[config.mk]
export PLATFORM = sky130hd
export DESIGN_NAME = current_loop_2p2z_compensator
export DESIGN_NICKNAME = d
export VERILOG_FILES = /design/src/sv/clc_pkg.sv /design/src/sv/clc_fifo.sv /design/src/sv/clc_front.sv /design/src/sv/clc_back.sv /design/src/sv/current_loop_2p2z_compensator.sv
export SDC_FILE = /design/constraint.sdc
export NUM_CORES = 2
export LEC_CHECK = 0
export ABC_AREA = 1
export BUFFER_PORTS_ARGS = -buffer_cell sky130_fd_sc_hd__buf_4
export CAP_MARGIN = 20
export CORE_MARGIN = 2
export CORE_UTILIZATION = 50
export DETAILED_ROUTE_END_ITERATION = 8
export PLACE_DENSITY = 0.67
export SYNTH_ARGS = -nofsm -noshare
export SYNTH_HDL_FRONTEND = slang
export SYNTH_SLANG_ARGS = --single-unit
export TNS_END_PERCENT = 100
[constraint.sdc]
create_clock -name clk -period 12.3 [get_ports clk]
set_input_delay 1.23 -clock clk [delete_from_list [all_inputs] [get_ports clk]]
set_output_delay 1.23 -clock clk [all_outputs]
set_load 0.02 [all_outputs]
[src/sv/clc_pkg.sv]
// Package for the current-loop 2P2Z compensator: item types, register
// indexes, clamp constants and the back-end state type.
// No dependencies.
package clc_pkg;

    localparam int ACC_W = 36;

    localparam logic [2:0] REG_GAIN_OUT1     = 3'd0;
    localparam logic [2:0] REG_GAIN_OUT2     = 3'd1;
    localparam logic [2:0] REG_GAIN_ERR0     = 3'd2;
    localparam logic [2:0] REG_GAIN_ERR1     = 3'd3;
    localparam logic [2:0] REG_GAIN_ERR2     = 3'd4;
    localparam logic [2:0] REG_TARGET_OFFSET = 3'd5;

    localparam logic [15:0] TARGET_HYST = 16'd100;
    localparam logic [15:0] CEIL_LIMIT  = 16'd80;
    localparam logic [15:0] CEIL_NORMAL = 16'd160;
    localparam logic [15:0] OUT_FLOOR   = 16'd50;

    typedef struct packed {
        logic [15:0] gain_out1;
        logic [15:0] gain_out2;
        logic [15:0] gain_err0;
        logic [15:0] gain_err1;
        logic [15:0] gain_err2;
    } gains_t;

    typedef struct packed {
        logic [15:0]       err0;
        logic [14:0]       voltage_target;
        logic signed [8:0] load_trim;
        logic              target_source;
    } work_t;

    typedef struct packed {
        logic [15:0] loop_output;
        logic [15:0] voltage_loop_ref;
        logic        in_current_limit;
        logic        target_source;
    } result_t;

    typedef enum logic [1:0] {
        ST_OUT_TERMS,
        ST_ERR_TERMS,
        ST_LAST_TERM,
        ST_FINISH
    } back_state_t;

endpackage

[src/sv/clc_fifo.sv]
// Two-entry queue used between front and back end and at the result side.
// No dependencies.
module clc_fifo #(
    parameter int WIDTH = 8
) (
    input  logic             clk,
    input  logic             rst_n,
    input  logic             push,
    input  logic [WIDTH-1:0] wdata,
    output logic             full,
    input  logic             pop,
    output logic [WIDTH-1:0] rdata,
    output logic             empty
);
    localparam int DEPTH = 2;
    localparam int PTR_W = $clog2(DEPTH);

    logic [WIDTH-1:0] mem_reg [DEPTH];
    logic [PTR_W-1:0] wptr_reg;
    logic [PTR_W-1:0] rptr_reg;
    logic [PTR_W:0]   count_reg;
    logic [PTR_W-1:0] wptr_next;
    logic [PTR_W-1:0] rptr_next;
    logic [PTR_W:0]   count_next;
    logic             do_push;
    logic             do_pop;

    assign full    = (count_reg == (PTR_W+1)'(DEPTH));
    assign empty   = (count_reg == '0);
    assign do_push = push && !full;
    assign do_pop  = pop && !empty;
    assign rdata   = mem_reg[rptr_reg];

    always_comb
    begin
        wptr_next  = do_push ? wptr_reg + 1'b1 : wptr_reg;
        rptr_next  = do_pop ? rptr_reg + 1'b1 : rptr_reg;
        count_next = count_reg;
        if (do_push && !do_pop)
        begin
            count_next = count_reg + 1'b1;
        end
        else if (do_pop && !do_push)
        begin
            count_next = count_reg - 1'b1;
        end
    end

    always_ff @(posedge clk or negedge rst_n)
    begin
        if (!rst_n)
        begin
            wptr_reg  <= '0;
            rptr_reg  <= '0;
            count_reg <= '0;
        end
        else
        begin
            wptr_reg  <= wptr_next;
            rptr_reg  <= rptr_next;
            count_reg <= count_next;
        end
    end

    always_ff @(posedge clk)
    begin
        if (do_push)
        begin
            mem_reg[wptr_reg] <= wdata;
        end
    end

endmodule

[src/sv/clc_front.sv]
// Front end: accepts items, selects the current target and forms the error.
// Depends on clc_pkg.
module clc_front (
    input  logic              push,
    output logic              full,
    input  logic [14:0]       current_sample,
    input  logic [14:0]       current_target,
    input  logic [14:0]       power_limit,
    input  logic [14:0]       voltage_target,
    input  logic signed [8:0] load_trim,
    input  logic [15:0]       target_offset,
    output logic              q_push,
    output clc_pkg::work_t    q_wdata,
    input  logic              q_full
);
    import clc_pkg::*;

    logic [15:0] cref_hyst;
    logic        use_plim;
    logic [14:0] target;

    always_comb
    begin
        cref_hyst = {1'b0, current_target} + TARGET_HYST;
        use_plim  = !(cref_hyst < {1'b0, power_limit});
        target    = use_plim ? power_limit : current_target;

        q_wdata.err0           = {1'b0, target} + target_offset - {1'b0, current_sample};
        q_wdata.voltage_target = voltage_target;
        q_wdata.load_trim      = load_trim;
        q_wdata.target_source  = use_plim;
    end

    assign full   = q_full;
    assign q_push = push && !q_full;

endmodule

[src/sv/clc_back.sv]
// Back end: 2P2Z multiply-accumulate on two shared multipliers, clamp,
// limit decision and loop history. Depends on clc_pkg.
module clc_back #(
    parameter int ACC_SHIFT = 12
) (
    input  logic              clk,
    input  logic              rst_n,
    input  clc_pkg::gains_t   gains,
    input  clc_pkg::work_t    work,
    input  logic              q_empty,
    output logic              q_pop,
    output logic              res_push,
    output clc_pkg::result_t  res,
    input  logic              res_full
);
    import clc_pkg::*;

    back_state_t state_reg;
    back_state_t state_next;

    logic signed [ACC_W-1:0] acc_reg;
    logic signed [ACC_W-1:0] acc_next;
    logic [15:0] err_prev1_reg;
    logic [15:0] err_prev2_reg;
    logic [15:0] out_prev1_reg;
    logic [15:0] out_prev2_reg;
    logic        limit_flag_reg;

    logic signed [16:0] mul_a_x;
    logic signed [16:0] mul_a_g;
    logic signed [16:0] mul_b_x;
    logic signed [16:0] mul_b_g;
    logic signed [33:0] prod_a;
    logic signed [33:0] prod_b;
    logic signed [ACC_W-1:0] acc_base;

    logic [15:0]             ceil_val;
    logic signed [ACC_W-1:0] ceil_scaled;
    logic signed [ACC_W-1:0] floor_scaled;
    logic signed [ACC_W-1:0] acc_shifted;
    logic [15:0]             result;
    logic                    limit_now;
    logic [15:0]             trim16;

    // Next state
    always_comb
    begin
        state_next = state_reg;
        case (state_reg)
            ST_OUT_TERMS:
            begin
                if (!q_empty)
                begin
                    state_next = ST_ERR_TERMS;
                end
            end
            ST_ERR_TERMS: state_next = ST_LAST_TERM;
            ST_LAST_TERM: state_next = ST_FINISH;
            ST_FINISH:
            begin
                if (!res_full)
                begin
                    state_next = ST_OUT_TERMS;
                end
            end
            default: state_next = ST_OUT_TERMS;
        endcase
    end

    // Operand selection and handshakes; lane a adds, lane b subtracts
    always_comb
    begin
        mul_a_x  = '0;
        mul_a_g  = '0;
        mul_b_x  = '0;
        mul_b_g  = '0;
        acc_base = acc_reg;
        q_pop    = 1'b0;
        res_push = 1'b0;
        case (state_reg)
            ST_OUT_TERMS:
            begin
                mul_a_x  = $signed({1'b0, out_prev1_reg});
                mul_a_g  = $signed({1'b0, gains.gain_out1});
                mul_b_x  = $signed({1'b0, out_prev2_reg});
                mul_b_g  = $signed({1'b0, gains.gain_out2});
                acc_base = '0;
            end
            ST_ERR_TERMS:
            begin
                mul_a_x = $signed({work.err0[15], work.err0});
                mul_a_g = $signed({1'b0, gains.gain_err0});
                mul_b_x = $signed({err_prev1_reg[15], err_prev1_reg});
                mul_b_g = $signed({1'b0, gains.gain_err1});
            end
            ST_LAST_TERM:
            begin
                mul_a_x = $signed({err_prev2_reg[15], err_prev2_reg});
                mul_a_g = $signed({1'b0, gains.gain_err2});
            end
            ST_FINISH:
            begin
                res_push = !res_full;
                q_pop    = !res_full;
            end
            default:
            begin
                acc_base = acc_reg;
            end
        endcase
    end

    assign prod_a   = mul_a_x * mul_a_g;
    assign prod_b   = mul_b_x * mul_b_g;
    assign acc_next = acc_base + ACC_W'(prod_a) - ACC_W'(prod_b);

    // Clamp and limit decision
    always_comb
    begin
        ceil_val     = {1'b0, work.voltage_target}
                     + (limit_flag_reg ? CEIL_LIMIT : CEIL_NORMAL);
        ceil_scaled  = $signed(ACC_W'(ceil_val) << ACC_SHIFT);
        floor_scaled = $signed(ACC_W'(OUT_FLOOR) << ACC_SHIFT);
        acc_shifted  = acc_reg >>> ACC_SHIFT;
        if (acc_reg >= ceil_scaled)
        begin
            result = ceil_val;
        end
        else if (acc_reg <= floor_scaled)
        begin
            result = OUT_FLOOR;
        end
        else
        begin
            result = acc_shifted[15:0];
        end
        limit_now = (result <= {1'b0, work.voltage_target});
        trim16    = 16'(work.load_trim);

        res.loop_output      = result;
        res.voltage_loop_ref = limit_now ? result
                                         : ({1'b0, work.voltage_target} + trim16);
        res.in_current_limit = limit_now;
        res.target_source    = work.target_source;
    end

    always_ff @(posedge clk or negedge rst_n)
    begin
        if (!rst_n)
        begin
            state_reg      <= ST_OUT_TERMS;
            err_prev1_reg  <= '0;
            err_prev2_reg  <= '0;
            out_prev1_reg  <= '0;
            out_prev2_reg  <= '0;
            limit_flag_reg <= 1'b0;
        end
        else
        begin
            state_reg <= state_next;
            if (res_push)
            begin
                err_prev2_reg  <= err_prev1_reg;
                err_prev1_reg  <= work.err0;
                out_prev2_reg  <= out_prev1_reg;
                out_prev1_reg  <= result;
                limit_flag_reg <= limit_now;
            end
        end
    end

    always_ff @(posedge clk)
    begin
        if (state_reg != ST_FINISH)
        begin
            acc_reg <= acc_next;
        end
    end

    a_no_result_overflow: assert property (@(posedge clk) disable iff (!rst_n)
        res_push |-> !res_full)
        else $error("result pushed into full queue");

    a_item_held: assert property (@(posedge clk) disable iff (!rst_n)
        (state_reg != ST_OUT_TERMS) |-> !q_empty)
        else $error("work item lost during compute");

    a_output_floor: assert property (@(posedge clk) disable iff (!rst_n)
        res_push |-> (res.loop_output >= OUT_FLOOR))
        else $error("output below floor");

    a_limit_ref: assert property (@(posedge clk) disable iff (!rst_n)
        (res_push && res.in_current_limit) |-> (res.voltage_loop_ref == res.loop_output))
        else $error("limit reference mismatch");

    a_history_update: assert property (@(posedge clk) disable iff (!rst_n)
        res_push |=> (out_prev1_reg == $past(res.loop_output)))
        else $error("output history not updated");

endmodule

[src/sv/current_loop_2p2z_compensator.sv]
// The back end takes one item at a time through three multiply-accumulate steps on two shared
// 17x17 multipliers plus one clamp/finish step. It waits while the work queue is empty or the
// result queue is full, and takes no new item before the last one is through.
// Reset (rst_n low, asynchronous): queues empty, loop history, limit flag and
// all configuration registers cleared to zero.
// Top level: config registers, front end, work queue, back end, result queue.
module current_loop_2p2z_compensator #(
    parameter int ACC_SHIFT = 12
) (
    input  logic              clk,
    input  logic              rst_n,
    input  logic              push,
    output logic              full,
    input  logic [14:0]       current_sample,
    input  logic [14:0]       current_target,
    input  logic [14:0]       power_limit,
    input  logic [14:0]       voltage_target,
    input  logic signed [8:0] load_trim,
    output logic              empty,
    input  logic              pop,
    output logic [15:0]       loop_output,
    output logic [15:0]       voltage_loop_ref,
    output logic              in_current_limit,
    output logic              target_source,
    input  logic              psel,
    input  logic              penable,
    input  logic              pwrite,
    input  logic [4:0]        paddr,
    input  logic [31:0]       pwdata,
    output logic [31:0]       prdata,
    output logic              pready
);
    import clc_pkg::*;

    gains_t      gains_reg;
    logic [15:0] target_offset_reg;
    logic        cfg_wr;
    logic [2:0]  cfg_idx;

    logic    q_push;
    work_t   q_wdata;
    logic    q_full;
    work_t   q_rdata;
    logic    q_empty;
    logic    q_pop;
    logic    res_push;
    result_t res_wdata;
    logic    res_full;
    result_t res_rdata;

    assign pready  = 1'b1;
    assign cfg_wr  = psel && penable && pwrite && pready;
    assign cfg_idx = paddr[4:2];

    always_ff @(posedge clk or negedge rst_n)
    begin
        if (!rst_n)
        begin
            gains_reg         <= '0;
            target_offset_reg <= '0;
        end
        else if (cfg_wr)
        begin
            case (cfg_idx)
                REG_GAIN_OUT1:     gains_reg.gain_out1 <= pwdata[15:0];
                REG_GAIN_OUT2:     gains_reg.gain_out2 <= pwdata[15:0];
                REG_GAIN_ERR0:     gains_reg.gain_err0 <= pwdata[15:0];
                REG_GAIN_ERR1:     gains_reg.gain_err1 <= pwdata[15:0];
                REG_GAIN_ERR2:     gains_reg.gain_err2 <= pwdata[15:0];
                REG_TARGET_OFFSET: target_offset_reg   <= pwdata[15:0];
                default:           gains_reg           <= gains_reg;
            endcase
        end
    end

    always_comb
    begin
        case (cfg_idx)
            REG_GAIN_OUT1:     prdata = {16'd0, gains_reg.gain_out1};
            REG_GAIN_OUT2:     prdata = {16'd0, gains_reg.gain_out2};
            REG_GAIN_ERR0:     prdata = {16'd0, gains_reg.gain_err0};
            REG_GAIN_ERR1:     prdata = {16'd0, gains_reg.gain_err1};
            REG_GAIN_ERR2:     prdata = {16'd0, gains_reg.gain_err2};
            REG_TARGET_OFFSET: prdata = {16'd0, target_offset_reg};
            default:           prdata = '0;
        endcase
    end

    clc_front u_front (
        .push           (push),
        .full           (full),
        .current_sample (current_sample),
        .current_target (current_target),
        .power_limit    (power_limit),
        .voltage_target (voltage_target),
        .load_trim      (load_trim),
        .target_offset  (target_offset_reg),
        .q_push         (q_push),
        .q_wdata        (q_wdata),
        .q_full         (q_full)
    );

    clc_fifo #(
        .WIDTH ($bits(work_t))
    ) u_work_q (
        .clk   (clk),
        .rst_n (rst_n),
        .push  (q_push),
        .wdata (q_wdata),
        .full  (q_full),
        .pop   (q_pop),
        .rdata (q_rdata),
        .empty (q_empty)
    );

    clc_back #(
        .ACC_SHIFT (ACC_SHIFT)
    ) u_back (
        .clk      (clk),
        .rst_n    (rst_n),
        .gains    (gains_reg),
        .work     (q_rdata),
        .q_empty  (q_empty),
        .q_pop    (q_pop),
        .res_push (res_push),
        .res      (res_wdata),
        .res_full (res_full)
    );

    clc_fifo #(
        .WIDTH ($bits(result_t))
    ) u_res_q (
        .clk   (clk),
        .rst_n (rst_n),
        .push  (res_push),
        .wdata (res_wdata),
        .full  (res_full),
        .pop   (pop),
        .rdata (res_rdata),
        .empty (empty)
    );

    assign loop_output      = res_rdata.loop_output;
    assign voltage_loop_ref = res_rdata.voltage_loop_ref;
    assign in_current_limit = res_rdata.in_current_limit;
    assign target_source    = res_rdata.target_source;

endmodule

==> impl_metrics.toml <==
[outcome]
status = "completed"

[timing]
fmax_mhz = 102
slew_headroom_pct = 22.1
finalSetupViolCount = 0
fin_tns_setup_ns = 0
slew_violations = 0
hold_viol_final = 0
post-route-period-util_pct = 79.9
finalCriticalPeriod_ns = 9.83
skew_ns = 0.0294
rsz0062_at_grt = "no"
worstMarginPinSlew_ns = 1.17

[clock_network]
cts-root-buf = "clkbuf_16"
postCtsSetupBuffers = 0
clkLatencyLatePin_ns = 0.57
clock-sinks = 357
htreeDepth = 2
clk_pin_slew_ns = 0.06
cts.path.max_buffers = 3
cts-buffers-inserted = 39
cts-resized-gates = 0
cts_tree = "built"
hold_buffers = 0

[yosys]
seq_area_frac_synth_pct = 22.9
synth_top_area_share_pct = 33.0
avgSynthCellArea_um2 = 8.67
netlist_top_cells_area = "fa_1 (33%), edfxtp_1 (13%), inv_1 (11%)"
synth_cells = 4976
synth_area_leader_cell = "fa_1"
yosys_most_used_dff = "edfxtp_1"
synth.distinct_cells = 59
synth_seq_cells = 357
synth_edf_count = 186
yosysWarnings = 0
synthesis.area_um2 = 43100
ys_async_sr_fraction_pct = 47.9

[die]
fp.dieArea_um2 = 88600
initial_core_util_pct = 50.6
num_rows = 107
die_height_um = 298
ios = 182
die_w_um = 298
core_um2 = 85300

[route]
avgViaCountPerCell = 5.16
final_antenna_net_count = 0
drc = 0
wire_per_inst_um = 19.1
vias = 32271
drtIter0Drc = 2585
dr.pass1.iters = 6
drt_wl_total_um = 119000

[setup_path]
path_common_cell = "inv_1"
path_class = "reg2reg"
crit_fanout = 27
start_kind = "register"
end_kind = "register"
timing.critical_path.slowest_cell_delay_ns = 0.66
cp.required_ns = 12.61
slowest_stage = "fa_1"
arrival_ns = 10.14

[global_routing]
grt_max_degree = 105
grt_pass1_wl_um = 190000
grtUsageTotal_pct = 27.6
grt-ovfl-total = 0
grt_pass1_vias = 32953
antenna_found_initial = 0

[cells_and_area]
drive_above_1_share_pct = 7.13
largest_reg_flops = 82
final_cell_mix = "inv_1 (1274), nand2_1 (1168), fa_1 (712)"
final_nets = 6160
final_common_cell = "inv_1"
area_growth_pct = 8.47
fill_cells = 7740

[placement]
port-buffer-count = 146
gp_congestion = 0.950
place_hpwl_um = 97300

[hold_path]
hold_path.class = "reg2reg"

[run]
maxCapViolCount = 0
[area by class of cell]
class                      count  area [µm²]  area share [%]
clock buffer                  58        1150            2.46
sequential                   357        9860            21.1
antenna                        1        2.50         0.00535
tap                         1144        1430            3.06
inverter                    1289        4840            10.3
timing repair buffer         199        1580            3.37
clock inverter                14         116           0.249
multi-input combinational   3189       27800            59.4
[worst max-delay path, delay by kind of cell, from the launching register on]
family | cells | cell delay [ns]
fa+ha+maj | 10 | 4.53
buf+inv | 11 | 2.64
simple gates | 7 | 1.36
compound gates | 1 | 0.53
flops | 1 | 0.42
xor+xnor | 1 | 0.10
[Yosys cell counts, drive strengths merged (6+ instances only)]
library cell  count
ha              260
or2              11
nand2          1198
o211ai           22
nand3            85
o221ai           12
dfrtp           171
inv            1283
nand4             9
a21o             11
edfxtp          186
a22oi            15
nand3b            6
clkbuf           90
clkinv            6
fa              712
xor2             63
buf              66
o22ai            16
nor3             18
xnor2            28
o21ai           257
a21oi           124
nor2            286
[worst paths after layout]
path                                                 start                              endpoint  slack, ns  cells after the start
setup reg to reg           u_back.state_reg[0]$_DFFE_PN0P_          u_back.acc_reg[32]$_DFFE_PN_       2.47                     30
setup / recovery           u_back.state_reg[0]$_DFFE_PN0P_          u_back.acc_reg[32]$_DFFE_PN_       2.47                     30
min in group asynchronous                            rst_n      target_offset_reg[2]$_DFFE_PN0P_       0.77                      1
max in group asynchronous                            rst_n  u_back.out_prev1_reg[15]$_DFFE_PN0P_       9.97                      2
hold / removal                   gains_reg[11]$_DFFE_PN0P_             gains_reg[11]$_DFFE_PN0P_       0.48                      2
hold reg to reg                  gains_reg[11]$_DFFE_PN0P_             gains_reg[11]$_DFFE_PN0P_       0.48                      2
[per-layer routing]
| metal | GRT usage, % | up-vias | share of wire [%] |
|---|---|---|---|
| li1 | - | 14929 | - |
| met1 | 38.9 | 15913 | 43 |
| met2 | 43.8 | 1242 | 46 |
| met3 | 5.34 | 187 | 8.1 |
| met4 | 7.43 | 0 | 3.0 |
| met5 | 0 | - | 0 |
[logic make-up after synthesis]
| family | synth area share [%] |
|---|---|
| and+or+nand+nor | 15.1 |
| buffers and inverters | 13.0 |
| adders and majority gates | 40.6 |
| AOI/OAI and AO/OA | 6.61 |
| DFF | 22.9 |
| xor gates and xnor gates | 1.85 |
| other | 0.0174 |
| muxes | 0.0232 |
[through the flow]
step | util [%] | instances | hold slack (ns) | setup slack (ns) | cell area (µm²)
final | 54.9 | 6251 | 0.485 | 2.47 | 46800
after floorplan | - | 4991 | 0.453 | 3.63 | 43200
after global placement | 53.2 | 6172 | 0.465 | 2.65 | 45400
after detailed placement | 53.2 | 6172 | 0.473 | 2.55 | 45400
after CTS | 54.7 | 6244 | 0.488 | 2.53 | 46700
after global routing | 54.9 | 6250 | 0.509 | 2.11 | 46800
Power is left out: the tool's default activity adds up to more than one toggle a clock period on the data nets, which glitch-free logic cannot reach.
